==> config.mk <==
export PLATFORM = sky130hd
export DESIGN_NAME = ccd_out_fifo
export DESIGN_NICKNAME = d
export VERILOG_FILES = /design/src/sv/ccd_pkg.sv /design/src/sv/ccd_out_fifo.sv
export SDC_FILE = /design/constraint.sdc
export NUM_CORES = 1
export LEC_CHECK = 0
export ABC_AREA = 0
export BUFFER_PORTS_ARGS = -buffer_cell sky130_fd_sc_hd__buf_4
export CAP_MARGIN = 20
export CORE_MARGIN = 2
export CORE_UTILIZATION = 55
export CTS_CLUSTER_SIZE = 20
export DETAILED_ROUTE_END_ITERATION = 12
export GPL_TIMING_DRIVEN = 0
export MAX_ROUTING_LAYER = met4
export PLACE_DENSITY_LB_ADDON = 0.2
export SYNTH_ARGS = -nofsm -noshare
export SYNTH_HDL_FRONTEND = slang
export SYNTH_SLANG_ARGS = --single-unit
==> constraint.sdc <==
create_clock -name clk -period 4 [get_ports clk]
set_input_delay 0.2 -clock clk [delete_from_list [all_inputs] [get_ports clk]]
set_output_delay 0.2 -clock clk [all_outputs]
set_load 0.02 [all_outputs]
==> src/sv/ccd_pkg.sv <==
// Shared types, codes and defaults of the clipped decimating convolver.
package ccd_pkg;

  localparam int DEFAULT_KERNEL_RADIUS = 2;
  localparam int DEFAULT_MAX_GRID      = 1025;

  localparam int IDX_W      = 11;
  localparam int TAP_IDX_W  = 7;
  localparam int DATA_W     = 16;
  localparam int ACC_W      = 40;
  localparam int CFG_IDX_W  = 3;
  localparam int CFG_DATA_W = 11;

  typedef enum logic [1:0] {
    OP_LOAD   = 2'd0,
    OP_SAMPLE = 2'd1,
    OP_FLUSH  = 2'd2,
    OP_NONE   = 2'd3
  } op_t;

  typedef enum logic [CFG_IDX_W-1:0] {
    CFG_GRID_SIZE = 3'd0,
    CFG_DECIMATE  = 3'd1,
    CFG_ROW_FIRST = 3'd2,
    CFG_COL_FIRST = 3'd3,
    CFG_ROW_FINAL = 3'd4,
    CFG_COL_FINAL = 3'd5
  } cfg_idx_t;

  typedef struct packed {
    logic [IDX_W-1:0] out_row;
    logic [IDX_W-1:0] out_col;
    logic             run_end;
  } meta_t;

  typedef struct packed {
    logic [IDX_W-1:0]        out_row;
    logic [IDX_W-1:0]        out_col;
    logic signed [ACC_W-1:0] filtered;
    logic                    run_end;
  } res_t;

endpackage

==> src/sv/ccd_out_fifo.sv <==
// Result queue between the multiply pipeline and the output channel.
module ccd_out_fifo import ccd_pkg::*; #(
  parameter int DEPTH = 16
) (
  input  logic clk,
  input  logic rst,
  input  logic push,
  input  res_t push_data,
  input  logic pop,
  output logic valid,
  output res_t data
);
  localparam int AW = $clog2(DEPTH);

  res_t          mem [DEPTH];
  logic [AW-1:0] wr_ptr, rd_ptr;
  logic [AW:0]   count;

  assign valid = (count != '0);
  assign data  = mem[rd_ptr];

  always_ff @(posedge clk) begin
    if (push) mem[wr_ptr] <= push_data;
  end

  always_ff @(posedge clk) begin
    if (rst) begin
      wr_ptr <= '0;
      rd_ptr <= '0;
      count  <= '0;
    end else begin
      if (push) wr_ptr <= wr_ptr + 1'b1;
      if (pop) rd_ptr <= rd_ptr + 1'b1;
      count <= count + (AW+1)'(push) - (AW+1)'(pop);
    end
  end

  a_no_overflow: assert property (@(posedge clk) disable iff (rst)
    push && !pop |-> count < (AW+1)'(DEPTH))
    else $error("result queue overflow");
  a_no_underflow: assert property (@(posedge clk) disable iff (rst)
    pop |-> count != '0)
    else $error("result queue underflow");
  a_count_step: assert property (@(posedge clk) disable iff (rst)
    !push && !pop |=> $stable(count))
    else $error("result queue count moved without request");

endmodule

Word level (Yosys, flattened, before mapping)
Memory sizes are Yosys's and may differ from the RTL's. A register that Yosys moved wholly into a read port is not among the register bits.
Index checks and enable logic that the tools add are counted.
{ "word_totals": {"ram_bits": 1008, "n_memories": 1, "input_bits": 67, "regBits": 13} }
{ "classes": {"muxes": 4, "reduce_logical": 1, "addsub": 4} }
{ "memory_table": {"columns": ["memory", "words", "width", "rd", "rd_ports_with_merged_regs", "write_ports", "line_no", "rtl"], "rows": [
  ["mem", 16, 63, 1, 1, 1, "ccd_out_fifo.sv:15", "res_t mem [DEPTH];"]
]} }
{ "ops": {"columns": ["cell", "n"], "rows": [
  ["$add A4 B1 Y4 const B", 2],
  ["$mux W4", 2],
  ["$add A5 B1 Y5", 1],
  ["$reduce_bool A5 Y1", 1],
  ["$sub A5 B1 Y5", 1],
  ["$mux W1", 2]
]} }

Depth between registers and ports, before layout
Gate-level depths: netlist (run 1).
{ "logic_depth": {"word_depth": 3, "ltp_mapped": 9, "mapped_depth_nobuf": 9} }

Worst setup path after synthesis (run 1)
No wires, ideal clock.
{ "synth_timing": {"path_type": "in2reg", "startpoint": "input push", "endpoint": "memory mem[0][0] (netlist name) (enable)", "path_buffers": 1, "path_slack_ps": 1311, "arrival_ps": 2262, "stages": 3, "required_time_ps": 3573, "cell_sequence": "clkbuf_1 nor3b_1 and2_1"} }
{ "synth_between": {"elab_chain_cells": 2} }
{ "synth_rtl": {"columns": ["item", "line_no", "rtl"], "rows": [
  ["start, declared", "ccd_out_fifo.sv:7", "input logic push,"],
  ["$mux W1", "ccd_out_fifo.sv:23", "if (push) mem[wr_ptr] <= push_data;"],
  ["$mux W1 (implied by the code)", "ccd_out_fifo.sv:23", null],
  ["end, declared", "ccd_out_fifo.sv:15", null]
]} }
No other way between the ends.

==> results of run 1 <==
## sequential cells by signal, indices dropped and copies added, names as in the netlist, named ones only
signal	cells
count	5
rd_ptr	4
mem	1008
wr_ptr	4
## worst paths after layout
kind | startpoint | to | slack [ps] | depth (start not counted)
worst max-delay path | register | data[50] | 440 | 7
worst min-delay path | push | wr_ptr[0]$_SDFFE_PP0P_ | 110 | 4
worst max register to register | wr_ptr[2]$_SDFFE_PP0P_ | mem[6][27]$_DFFE_PP_ | 1890 | 4
worst min register to register | wr_ptr[1]$_SDFFE_PP0P_ | wr_ptr[1]$_SDFFE_PP0P_ | 590 | 2
## cell type report
cell class	count	area (µm²)
inverters	8	30.0
clock buffers	132	2700
repair buffers	213	2080
flip-flops and latches	1025	30600
well taps	940	1180
fillers	4614	24600
multi-input cells	515	7430
clock inverters	52	517
plain buffers	85	477
diodes	5	12.5
## worst max-delay path: stages, from the launching register on
cell	delay [ps]
sky130_fd_sc_hd__dfxtp_1	310
sky130_fd_sc_hd__buf_4	250
sky130_fd_sc_hd__buf_2	370
sky130_fd_sc_hd__clkbuf_1	730
sky130_fd_sc_hd__mux4_2	420
sky130_fd_sc_hd__a22oi_1	320
sky130_fd_sc_hd__nand2_1	110
sky130_fd_sc_hd__buf_4	180
## cell usage after synthesis
master,number,share of area
sky130_fd_sc_hd__a21o_1,1,0.00020
sky130_fd_sc_hd__a21oi_1,3,0.00039
sky130_fd_sc_hd__a22oi_1,126,0.025
sky130_fd_sc_hd__and2_1,17,0.0028
sky130_fd_sc_hd__and3_1,1,0.00016
sky130_fd_sc_hd__and3b_1,1,0.00023
sky130_fd_sc_hd__buf_1,5,0.00049
sky130_fd_sc_hd__buf_2,12,0.0016
sky130_fd_sc_hd__buf_4,6,0.0012
sky130_fd_sc_hd__buf_6,16,0.0047
sky130_fd_sc_hd__clkbuf_1,46,0.0045
sky130_fd_sc_hd__dfxtp_1,17,0.0088
sky130_fd_sc_hd__edfxtp_1,1008,0.79
sky130_fd_sc_hd__fa_1,1,0.00052
sky130_fd_sc_hd__ha_1,11,0.0036
sky130_fd_sc_hd__inv_1,8,0.00078
sky130_fd_sc_hd__mux2i_1,2,0.00052
sky130_fd_sc_hd__mux4_2,252,0.15
sky130_fd_sc_hd__nand2_1,66,0.0064
sky130_fd_sc_hd__nand3_1,1,0.00013
sky130_fd_sc_hd__nand4_1,2,0.00032
sky130_fd_sc_hd__nor2_1,15,0.0015
sky130_fd_sc_hd__nor2b_1,4,0.00065
sky130_fd_sc_hd__nor3b_1,1,0.00020
sky130_fd_sc_hd__o21ai_0,1,0.00013
sky130_fd_sc_hd__or3_1,1,0.00016
sky130_fd_sc_hd__xnor2_1,4,0.00091
sky130_fd_sc_hd__xor2_1,5,0.0011
## routing by layer
metal,track usage,up-vias,part of all wire
met4,0.0743,0,0.022
met2,0.406,746,0.51
li1,-,7638,-
met1,0.345,9835,0.40
met3,0.0377,144,0.071
met5,-,-,0
## cell families (layout without fill, tap and decap cells)
family	Yosys count	count (layout)
flops	1025	1025
mux	254	254
compound gates	131	131
simple gates	109	109
buf+inv	93	490
fa+ha+maj	12	12
xor+xnor	9	9
other cells	0	5
## report_power, final
| group | internal, µW | leakage (µW) | switching, µW | total (µW) |
|---|---|---|---|---|
| logic | 896 | 0.00345 | 1080 | 1970 |
| registers | 11900 | 0.00925 | 41.7 | 12000 |
| clock network | 5330 | 0.00157 | 3900 | 9230 |
## metrics by stage
| step | util | cell area (µm²) | setup slack [ps] |
|---|---|---|---|
| after floorplan | - | 38500 | 1310 |
| after global routing | 0.646 | 45000 | 404 |
| final | 0.646 | 45000 | 440 |
| after global placement | 0.584 | 40700 | -748 |
| after CTS | 0.646 | 45000 | 448 |
| after detailed placement | 0.591 | 41100 | 1140 |
## timing repair
item                      in CTS  in global routing
hold endpoints to repair    1015                  0
hold buffers                  66                  0
buffers inserted               0                  0
==> impl_metrics.env, run 1 <==
export IMPL_run_status="complete, no violations"
export IMPL_final_layout_setup_total_negative_slack_ps=0
export IMPL_detailroute_via_count=18400
export IMPL_worst_ep_required_time_ps=3800
export IMPL_gp_routability_congestion=0.726
export IMPL_viasPerCell=6.17
export IMPL_post_dp_hpwl_mm=47.3
export IMPL_slew_headroom=0.379
export IMPL_clock_sink_count=1025
export IMPL_final_common_cell="sky130_fd_sc_hd__edfxtp_1"
export IMPL_fin_crit_ps=3560
export IMPL_globalRouteOverflowTotal=0
export IMPL_finClkSkew_ps=18.7
export IMPL_die_area_um2=72100
export IMPL_placed_cells=2720
export IMPL_report_final_slew_viol_count=0
export IMPL_ctsHtreeMaxLevel=3
export IMPL_final_instance_count_excl_fill=2975
export IMPL_syn_instance_count=1633
export IMPL_synth_yosys_seq_area_share=0.795
export IMPL_setup_viol=0
export IMPL_synthToLayoutAreaGrowth_pct=16.9
export IMPL_antenna_found_initial=7
export IMPL_ir_drop_mv=0.428
export IMPL_clk_latency_ps=670
export IMPL_crit_path_start_kind="register"
export IMPL_detail_route_first_pass_iterations=5
export IMPL_initial_utilization=0.553
export IMPL_seq_cells_post_synth=1025
export IMPL_final_layout_size_suffix_gt1_frac=0.291
export IMPL_synth_simple_gate_area_share=0.0125
export IMPL_core_region_area_um2=69700
export IMPL_maximum_number_of_pins_on_one_net_before_global_route_repair=48
export IMPL_finalWirelength_mm=86.6
export IMPL_worstHoldPathType="in -> reg"
export IMPL_finalHoldViolCount=0
export IMPL_drv_max_cap_violation_count=0
export IMPL_synthXorXnorAreaFrac=0.00205
export IMPL_final_period_utilization=0.890
export IMPL_synth_adder_area_share=0.00409
export IMPL_leakagePower_uw=0.0143
export IMPL_synth_nets=1712
export IMPL_fp_dieW_um=269
export IMPL_cts_root_buf="sky130_fd_sc_hd__clkbuf_16"
export IMPL_critical_path_max_fanout=10
export IMPL_post_synth_design_cell_area_um2=38500
export IMPL_clock_tree_from_tritoncts="yes"
export IMPL_ys_warnings_count=0
export IMPL_grt_pass1_vias=19300
export IMPL_cts_max_path_buffers=3
export IMPL_fmaxAchievable_mhz=281
export IMPL_cts_clk_slew_worst_paths_ps=60
export IMPL_fin_total_pwr_uw=23200
export IMPL_worst_setup_path_type="reg -> out"
export IMPL_critPathCaptureType="output pin"
export IMPL_floorplan_io_pins=131
export IMPL_power_per_unit_of_standard_cell_area_nw_per_um2=515
export IMPL_drt_iter0_markers=1810
export IMPL_cts_buffers=100
export IMPL_unrepaired_setup_endpoints_after_global_routing="no"
export IMPL_endpoint_arrival_time_on_the_critical_path_ps=3360
export IMPL_die_boundary_height_um=269
export IMPL_finish_net_count=2027
export IMPL_all_layer_global_routing_usage=0.254
export IMPL_post_cts_resize_count=0
export IMPL_worst_slew_pin_transition_ps=931
export IMPL_route_detailed_drc=0
export IMPL_grt_first_pass_wirelength_mm=126
export IMPL_ys_types=28
export IMPL_routed_wire_length_per_instance_um=29.1
export IMPL_synth_mux_area_frac=0.148
export IMPL_layout_cells_most_common_list="1008 x sky130_fd_sc_hd__edfxtp_1, 252 x sky130_fd_sc_hd__mux4_2, 136 x sky130_fd_sc_hd__buf_4"
export IMPL_port_buffers=130
export IMPL_placement_rows=97
export IMPL_syn_avg_cell_area_um2=23.6
export IMPL_dominant_combinational_cell_family_by_area_after_synthesis="multiplexers"
export IMPL_hold_slack_ps=114
export IMPL_postRouteAntennaNets=0
export IMPL_synth_compound_area_share=0.0253
No activity file was read; power rests on OpenSTA's default activity.
==> run 2, diff against run 1 <==
--- a/config.mk
+++ b/config.mk
@@ -7,7 +7,6 @@
 export LEC_CHECK = 0
 export ABC_AREA = 0
 export BUFFER_PORTS_ARGS = -buffer_cell sky130_fd_sc_hd__buf_4
-export CAP_MARGIN = 20
 export CORE_MARGIN = 2
 export CORE_UTILIZATION = 55
 export CTS_CLUSTER_SIZE = 20
==> constraint.sdc (replaced) <==
create_clock -name clk -period 4 [get_ports clk]
set_input_delay 0.2 -clock clk [delete_from_list [all_inputs] [get_ports clk]]
set_output_delay 0.2 -clock clk [all_outputs]
set_load 0.01 [all_outputs]
==> run 2 against run 1 <==
Effect of this change:
- flip-flop and latch count did not move
- global-route usage barely moved
- combinational power fell by 5%
- utilization rose by 0.093 points
- non-clock buffer count fell by 1
- wire length rose by 0.41%
- cell count rose by 0.17%
- via count rose by 0.39%
- die area did not move
- first-iteration DRC count rose by 9.0%
- critical path depth fell by 2
- critical endpoint is now data[48]
==> impl_metrics.env, run 2 (synthesis gave the netlist of run 1 again) <==
export IMPL_synthToLayoutAreaGrowth_pct=17.1
export IMPL_report_final_slew_viol_count=0
export IMPL_final_period_utilization=0.893
export IMPL_leakagePower_uw=0.0143
export IMPL_combined_flip_flop_and_latch_cell_area_um2=30600
export IMPL_drt_iter0_markers=1972
export IMPL_run_status="complete, no violations"
export IMPL_fp_dieW_um=269
export IMPL_hold_slack_ps=97.8
export IMPL_postRouteAntennaNets=0
export IMPL_die_boundary_height_um=269
export IMPL_gp_routability_congestion=0.726
export IMPL_finalHoldViolCount=0
export IMPL_detail_route_first_pass_iterations=7
export IMPL_largest_reg_flops=1008
export IMPL_all_layer_global_routing_usage=0.254
export IMPL_die_area_um2=72100
export IMPL_post_dp_hpwl_mm=46.9
export IMPL_worst_ep_required_time_ps=3800
export IMPL_fmaxAchievable_mhz=280
export IMPL_holdBufCountCts=66
export IMPL_clock_sink_count=1025
export IMPL_finClkSkew_ps=23.3
export IMPL_viasPerCell=6.19
export IMPL_routed_wire_length_per_instance_um=29.2
export IMPL_power_net_switching_uw=5010
export IMPL_slew_headroom=0.109
export IMPL_registers_top_by_ff_count="mem"
export IMPL_layout_cells_most_common_list="1008 x sky130_fd_sc_hd__edfxtp_1, 252 x sky130_fd_sc_hd__mux4_2, 136 x sky130_fd_sc_hd__buf_4"
export IMPL_floorplan_io_pins=131
export IMPL_port_buffers=130
export IMPL_ir_drop_mv=0.446
export IMPL_initial_utilization=0.553
export IMPL_globalRouteOverflowTotal=0
export IMPL_endpoint_arrival_time_on_the_critical_path_ps=3370
export IMPL_min_to="wr_ptr[0]$_SDFFE_PP0P_"
export IMPL_power_switching_fraction=0.215
export IMPL_multi_input_comb_area_um2=7430
export IMPL_post_cts_resize_count=0
export IMPL_setup_reg_to_reg_worst_slack_ps=1860
export IMPL_cts_root_buf="sky130_fd_sc_hd__clkbuf_16"
export IMPL_combPwrFrac=0.081
export IMPL_clk_latency_ps=670
export IMPL_core_region_area_um2=69700
export IMPL_finalWirelength_mm=86.9
export IMPL_grt_first_pass_wirelength_mm=126
export IMPL_layout_filler_cells=4624
export IMPL_final_common_cell="sky130_fd_sc_hd__edfxtp_1"
export IMPL_clock_power_share=0.403
export IMPL_largest_registers_in_the_final_layout="mem: 1008 flops, count: 5 flops"
export IMPL_rr_startpoint="wr_ptr[2]$_SDFFE_PP0P_"
export IMPL_post_cts_repair_setup_buffers=0
export IMPL_antenna_found_initial=7
export IMPL_crit_path_start_kind="register"
export IMPL_drv_max_cap_violation_count=0
export IMPL_fin_crit_ps=3570
export IMPL_finish_net_count=2027
export IMPL_worst_r2r_cell_count=4
export IMPL_worst_slew_pin_transition_ps=1330
export IMPL_cts_max_path_buffers=3
export IMPL_final_layout_size_suffix_gt1_frac=0.292
export IMPL_setup_viol=0
export IMPL_placement_rows=97
export IMPL_detailroute_via_count=18400
export IMPL_holdPathStages=4
export IMPL_final_layout_setup_total_negative_slack_ps=0
export IMPL_hp_start="push"
export IMPL_grt_pass1_vias=19300
export IMPL_seq_power_share=0.516
export IMPL_route_detailed_drc=0
export IMPL_worst_setup_path_type="reg -> out"
export IMPL_clock_tree_from_tritoncts="yes"
export IMPL_worstHoldPathType="in -> reg"
export IMPL_power_per_unit_of_standard_cell_area_nw_per_um2=516
export IMPL_critPathCaptureType="output pin"
export IMPL_maximum_number_of_pins_on_one_net_before_global_route_repair=48
export IMPL_critical_path_max_fanout=10
export IMPL_unrepaired_setup_endpoints_after_global_routing="no"
export IMPL_cts_clk_slew_worst_paths_ps=70
export IMPL_cts_buffers=101
export IMPL_ctsHtreeMaxLevel=3
export IMPL_cell_internal_pwr_uw=18200
export IMPL_r2r_end="mem[6][23]$_DFFE_PP_"
-- run 2: changes by cell type in the layout (fill, tap and decap cells not counted), sizes merged --
| cell | before | now |
|---|---|---|
| clkinvlp | 3 | 4 |
| clkinv | 36 | 40 |
| buf | 186 | 185 |
| inv | 12 | 13 |
-- run 2: metrics by stage --
stage	total power, µW	setup WS [ps]	util	area (µm²)	std cells
final	23200	429	0.647	45100	2980
after global placement	14000	-748	0.584	40700	2703
after global routing	23900	437	0.647	45100	2980
after detailed placement	14100	1150	0.590	41100	2719
after CTS	23400	455	0.647	45100	2975
after floorplan	13300	1310	-	38500	1633
-- run 2: worst max path at each step --
stage	endpoint	slack, ps	cells past startpoint
after global routing	data[19]	440	7
after CTS	data[23]	450	7
final	data[48]	430	5
after detailed placement	data[19]	1150	7
after global placement	mem[3][27]$_DFFE_PP_	-750	4
after floorplan	mem[0][0]$_DFFE_PP_	1310	3
-- run 2: routing by layer --
| layer | part of all wire | up-vias | GRT usage | wire, µm |
|---|---|---|---|---|
| met5 | 0 | - | - | 0 |
| met4 | 0.024 | 0 | 0.0764 | 2090 |
| met3 | 0.075 | 155 | 0.0396 | 6510 |
| met1 | 0.40 | 9838 | 0.342 | 34400 |
| li1 | - | 7634 | - | - |
| met2 | 0.51 | 808 | 0.409 | 43900 |
-- run 2: area by class of cell --
class,instances,share of cell area
multi-input combinational,515,0.165
clock inverter,58,0.0125
sequential,1025,0.679
clock buffer,132,0.0604
buffer,85,0.0106
tap,940,0.0261
inverter,8,0.000666
timing repair buffer,212,0.0459
antenna,5,0.000277
-- run 2: worst max-delay path: stages, from the launching register on --
cell	delay, ps
sky130_fd_sc_hd__dfxtp_1	330
sky130_fd_sc_hd__nor2_1	1010
sky130_fd_sc_hd__clkbuf_1	710
sky130_fd_sc_hd__a22oi_1	240
sky130_fd_sc_hd__nand2_1	240
sky130_fd_sc_hd__buf_4	160
-- run 2: power groups by stage --
| stage | Combinational [µW] | Sequential (µW) | Clock, µW |
|---|---|---|---|
| 6_report | 1880 | 12000 | 9370 |
| 5_1_grt | 2030 | 12000 | 9890 |
| 4_1_cts | 1910 | 12000 | 9480 |
| 3_5_place_dp | 1840 | 12200 | 0 |
| 3_3_place_gp | 1780 | 12200 | 0 |
| 2_1_floorplan | 1100 | 12200 | 0 |
